<file path="src/rtl/core/lru_byte_budget_tracker_core_defines.svh">
// Assertion macros shared by the tracker RTL.
// Depends on nothing; included by files that carry concurrent checks.
`ifndef LRU_BYTE_BUDGET_TRACKER_CORE_DEFINES_SVH
`define LRU_BYTE_BUDGET_TRACKER_CORE_DEFINES_SVH

// Same-cycle implication, masked while reset is asserted
`define LBBT_ASSERT_IMPL(lbl, clk, rst_n, ante, cons, msg) \
	lbl: assert property (@(posedge clk) disable iff (!rst_n) (ante) |-> (cons)) \
		else $error(msg);

// Next-cycle implication, masked while reset is asserted
`define LBBT_ASSERT_NEXT(lbl, clk, rst_n, ante, cons, msg) \
	lbl: assert property (@(posedge clk) disable iff (!rst_n) (ante) |=> (cons)) \
		else $error(msg);

`endif

</file>
<file path="src/rtl/core/lbbt_pkg.sv">
// Shared types and constants of the LRU byte-budget tracker.
// No dependencies; used by the cell, the size readout tree and the top level.
`timescale 1ns / 1ps

package lbbt_pkg;

	localparam int KEY_W       = 64;
	localparam int SIZE_W      = 36;
	localparam int BUDGET_W    = 36;
	localparam int CAP_W       = 7;
	localparam int CFG_IDX_W   = 2;
	localparam int CFG_DATA_W  = 36;
	localparam int GROUP_SIZE  = 8;
	localparam int MAX_ENTRIES_DEF = 64;

	localparam logic [BUDGET_W-1:0] BUDGET_RESET = 36'd67108864;
	localparam logic [CAP_W-1:0]    CAP_RESET    = 7'd64;

	// Configuration register indexes
	localparam logic [CFG_IDX_W-1:0] REG_BYTE_BUDGET = 2'd0;
	localparam logic [CFG_IDX_W-1:0] REG_COUNT_CAP   = 2'd1;

	typedef enum logic [1:0] {
		OP_TOUCH  = 2'd0,
		OP_INSERT = 2'd1,
		OP_REMOVE = 2'd2,
		OP_QUERY  = 2'd3
	} op_t;

	typedef enum logic [1:0] {
		ST_OK        = 2'd0,
		ST_NOT_FOUND = 2'd1,
		ST_DUPLICATE = 2'd2,
		ST_FULL      = 2'd3
	} status_t;

	// What every cell does with its contents this cycle
	typedef enum logic [1:0] {
		MODE_HOLD     = 2'd0,
		MODE_SHIFT    = 2'd1,
		MODE_ROT_FWD  = 2'd2,
		MODE_ROT_BACK = 2'd3
	} cell_mode_t;

	typedef struct packed {
		cell_mode_t          mode;
		logic                load_en;
		logic                cmp_en;
		logic [KEY_W-1:0]    cmp_key;
		logic [KEY_W-1:0]    load_key;
		logic [SIZE_W-1:0]   load_size;
	} cell_ctl_t;

endpackage

</file>
<file path="src/rtl/core/lbbt_cell.sv">
// One slot of the recency-ordered row: key, size and a registered match flag.
// Depends on lbbt_pkg. Lower index is more recent; the last cell is the oldest.
`timescale 1ns / 1ps

module lbbt_cell #(
	parameter int N   = lbbt_pkg::MAX_ENTRIES_DEF,
	parameter int IDX = 0
) (
	input  logic                          clk,
	input  logic                          arst_n,
	input  lbbt_pkg::cell_ctl_t           ctl,
	input  logic [$clog2(N+1)-1:0]        head,
	input  logic [$clog2(N+1)-1:0]        load_slot,
	input  logic                          at_or_above,
	input  logic [lbbt_pkg::KEY_W-1:0]    left_key,
	input  logic [lbbt_pkg::SIZE_W-1:0]   left_size,
	input  logic [lbbt_pkg::KEY_W-1:0]    right_key,
	input  logic [lbbt_pkg::SIZE_W-1:0]   right_size,
	output logic [lbbt_pkg::KEY_W-1:0]    key,
	output logic [lbbt_pkg::SIZE_W-1:0]   size,
	output logic                          match
);

	localparam int CW = $clog2(N+1);
	localparam logic [CW-1:0] MY_IDX = CW'(IDX);

	logic [lbbt_pkg::KEY_W-1:0]  key_q;
	logic [lbbt_pkg::SIZE_W-1:0] size_q;
	logic [lbbt_pkg::KEY_W-1:0]  key_d;
	logic [lbbt_pkg::SIZE_W-1:0] size_d;
	logic                        match_q;
	logic                        slot_valid;

	// Occupied cells are packed against the oldest end of the row
	assign slot_valid = (MY_IDX >= head);

	// Capture the key comparison when a word is taken
	always_ff @(posedge clk or negedge arst_n) begin
		if (!arst_n) begin
			match_q <= 1'b0;
		end else if (ctl.cmp_en) begin
			match_q <= slot_valid && (key_q == ctl.cmp_key);
		end
	end

	// Select next contents: hold, take a neighbour, or load a new entry
	always_comb begin
		key_d  = key_q;
		size_d = size_q;
		case (ctl.mode)
			lbbt_pkg::MODE_HOLD: begin
				key_d  = key_q;
				size_d = size_q;
			end
			lbbt_pkg::MODE_SHIFT: begin
				if ((MY_IDX > head) && at_or_above) begin
					key_d  = left_key;
					size_d = left_size;
				end
			end
			lbbt_pkg::MODE_ROT_FWD: begin
				key_d  = left_key;
				size_d = left_size;
			end
			lbbt_pkg::MODE_ROT_BACK: begin
				key_d  = right_key;
				size_d = right_size;
			end
			default: begin
				key_d  = key_q;
				size_d = size_q;
			end
		endcase
		if (ctl.load_en && (MY_IDX == load_slot)) begin
			key_d  = ctl.load_key;
			size_d = ctl.load_size;
		end
	end

	always_ff @(posedge clk) begin
		key_q  <= key_d;
		size_q <= size_d;
	end

	assign key   = key_q;
	assign size  = size_q;
	assign match = match_q;

endmodule

</file>
<file path="config.mk">
export PLATFORM = sky130hd
export DESIGN_NAME = lbbt_cell
export DESIGN_NICKNAME = d
export VERILOG_FILES = /design/src/rtl/core/lru_byte_budget_tracker_core_defines.svh /design/src/rtl/core/lbbt_pkg.sv /design/src/rtl/core/lbbt_cell.sv
export SDC_FILE = /design/constraint.sdc
export NUM_CORES = 1
export LEC_CHECK = 0
export CAP_MARGIN = 20
export CORE_AREA = 2 2 187 189
export DETAILED_ROUTE_END_ITERATION = 8
export DIE_AREA = 0 0 189 191
export DONT_BUFFER_PORTS = 1
export GPL_TIMING_DRIVEN = 0
export SLEW_MARGIN = 25
export SYNTH_ARGS = -nofsm -noshare
export SYNTH_HDL_FRONTEND = slang
export SYNTH_SLANG_ARGS = --single-unit
</file>
<file path="constraint.sdc">
create_clock -name clk -period 2 [get_ports clk]
set_input_delay 0.1 -clock clk [delete_from_list [all_inputs] [get_ports clk]]
set_output_delay 0.1 -clock clk [all_outputs]
set_load 0.005 [all_outputs]
</file>
==> flow_summary.ini <==
[floorplan]
core_um2 = 34120
rows = 68
die_height_um = 191
io_pins = 486
start_util_pct = 16.98
die_w_um = 189
die_area_um2 = 36100

[flow_run]
drv_cap = 0

[setup_path]
cp.required_ns = 2.27
path_class = reg2reg
reg2reg_slack_ns = -0.15
critPathMaxFanout = 2
cp-start-kind = flip-flop
cp.arrival_ns = 2.42
reg2reg_depth = 5
r2r-end = match
r2r_start = key[21]
cp-end-kind = flip-flop

[power]
p_leak_nw = 3.234
peakVddDrop_v = 0.0004066
powerDensity_nw_per_um2 = 699.4

[synthesis]
ys_seq_area_share_pct = 52.26
syn_nets = 912
synth_area_um2 = 5794
avgSynthCellArea_um2 = 10.99
syn_inst = 527
yosys_warnings = 0
synth.distinct_cells = 17
ys_ff_latch = 101

[clocking]
clk_latency_ns = 0.38
clk_path_buf_depth = 2
cts_sinks = 101
htreeDepth = 3
tritoncts = built
cts_root_buf = clkbuf_16
cts.clk_slew.worst_paths_ns = 0.08
cts_buffers = 9

[timing]
fmaxAchievable_mhz = 465.3
min_period_ns = 2.149
layout_setup_ws_ns = -0.1492
slew_viol_final = 0
grt_setup_unrepaired = true
fin_crit_sh_pct = 107.5
hold_violations = 0
skew_ns = 0.01141
relSlewSlack_pct = 43.66
setup_viol = 1
worst_pin_slew_ns = 0.8374

[route]
firstDrtPassIters = 4
postRouteAntennaNets = 0
avgViaCountPerCell = 4.428
routed_wl_mm = 28.02
wl_per_cell_um = 24.91
drt_iter0_drc = 232
vias = 4981
drc = 0

[grt]
first_global_vias = 5330
grt_start_max_net_pins = 49
grt_antenna_before_repair = 5
grt_overflow = 0
grt.total_usage_pct = 14.92
grt_pass1_wl_mm = 36.92

[hold_path]
min_path_type = in2reg
worstHoldStart = right_key[36]
whs_path_depth = 2
hold_end = key[36]

[place]
io_buffers = 0
gp_congestion = 0.9146
hpwl_mm = 21.33
dp_cells = 985

[finish]
drive_gt1_share_pct = 6.156
area.growth.synth_to_final_pct = 39.43
final_cells = 1125
nNetsFinal = 1046
postLayoutCoreUtil_pct = 23.68

[outcome]
outcome = finished with violations
failed_checks = negative setup slack
## where the power goes
group	switching [mW]	internal [mW]	leakage, nW
registers	0.206	2.57	0.993
logic	0.403	0.456	2.09
clock network	0.908	1.11	0.146
total	1.52	4.13	3.23
## critical path, stage by stage (launching register included)
cell,delay [ns]
edfxtp_1,0.49
xor2_1,0.19
nor4_2,0.37
nand4_1,0.27
or4_4,0.50
o32ai_2,0.23
## per-stage QoR
step / TNS [ns] / power [mW] / area [um^2] / worst slack [ns] / hold slack [ns]
finish: -0.1492 / 5.651 / 8079 / -0.1492 / 0.02188
global route: -0.2518 / 5.888 / 8079 / -0.2518 / 0.01663
CTS: -0.2364 / 5.741 / 8054 / -0.2364 / 0.0007056
detailed placement: -2.393 / 3.442 / 6449 / -0.6517 / -0.1955
global placement: -118.57 / 3.419 / 6371 / -0.9805 / -0.1955
floorplan: 0 / 3.157 / 5802 / 0.1679 / -0.1956
## Yosys cell counts (all sizes together)
cell | number | share of area, %
a21oi | 100 | 8.6
edfxtp | 100 | 52
mux2i | 100 | 17
nor2 | 100 | 6.5
xor2 | 46 | 7.0
clkbuf | 22 | 1.4
xnor2 | 18 | 2.7
nor4 | 14 | 1.5
buf | 10 | 0.86
nand4 | 8 | 0.86
nand2 | 2 | 0.13
nor4b | 2 | 0.30
dfrtp | 1 | 0.43
inv | 1 | 0.065
nand2b | 1 | 0.11
o32ai | 1 | 0.28
or4 | 1 | 0.13
## final cells by class
type	count	area, um^2
Fill cell	3571	26040
Sequential cell	101	3028
Multi-Input combinational cell	393	2739
Timing Repair Buffer	124	1281
Tap cell	455	569.3
Clock buffer	11	232.7
Buffer	31	131.4
Clock inverter	5	83.83
Antenna cell	4	10.01
Inverter	1	3.754
## kinds of logic after synthesis
logic type	after synthesis	synth area share, %
AND/OR/NAND/NOR	128	9.523
flip-flops	101	52.26
buffers and inverters	33	2.354
XOR/XNOR	64	9.674
AO/OA/AOI/OAI	101	8.918
multiplexers	100	17.27
## per-layer routing
metal / share of wire, % / up-vias / GRT usage, %
met5: 0 / - / 0
met4: 3.8 / 0 / 7.692
met3: 7.8 / 44 / 4.351
met2: 50 / 383 / 26.23
met1: 38 / 2365 / 16.30
li1: - / 2189 / -
## worst max path at each step
stage	depth (start not counted)	from	slack (ns)	endpoint
2_1_floorplan	4	load_slot[5]	0.17	key[0]
3_3_place_gp	4	ctl[165]	-0.98	key[34]
3_5_place_dp	5	key[33]	-0.65	match
4_1_cts	5	key[33]	-0.24	match
5_1_grt	5	key[24]	-0.25	match
6_report	5	key[21]	-0.15	match
## cell usage in the layout, fill, tap and decap left out, types with 4 or more instances in the layout
| cell type | count |
|---|---|
| clkbuf_16 | 9 |
| clkbuf_1 | 21 |
| nand4_1 | 8 |
| xnor2_1 | 14 |
| xor2_1 | 46 |
| mux2i_1 | 100 |
| buf_2 | 10 |
| nor4_1 | 10 |
| nor2_1 | 100 |
| edfxtp_1 | 100 |
| a21oi_1 | 100 |
| dlygate4sd3_1 | 121 |
| diode_2 | 4 |
## sequential cells by signal, summed over array words and instances (netlist names)
signal  count
size       36
match       1
key        64
## what timing repair did
item | CTS | global route
hold endpoints to repair | 80 | 0
pin swaps | 2 | 1
resized for setup | 10 | 5
gates cloned | 0 | 0
endpoints found under the setup margin | 1 | 14
hold buffers | 121 | 0
buffers inserted | 0 | 0
(Power assumes the default switching activity.)
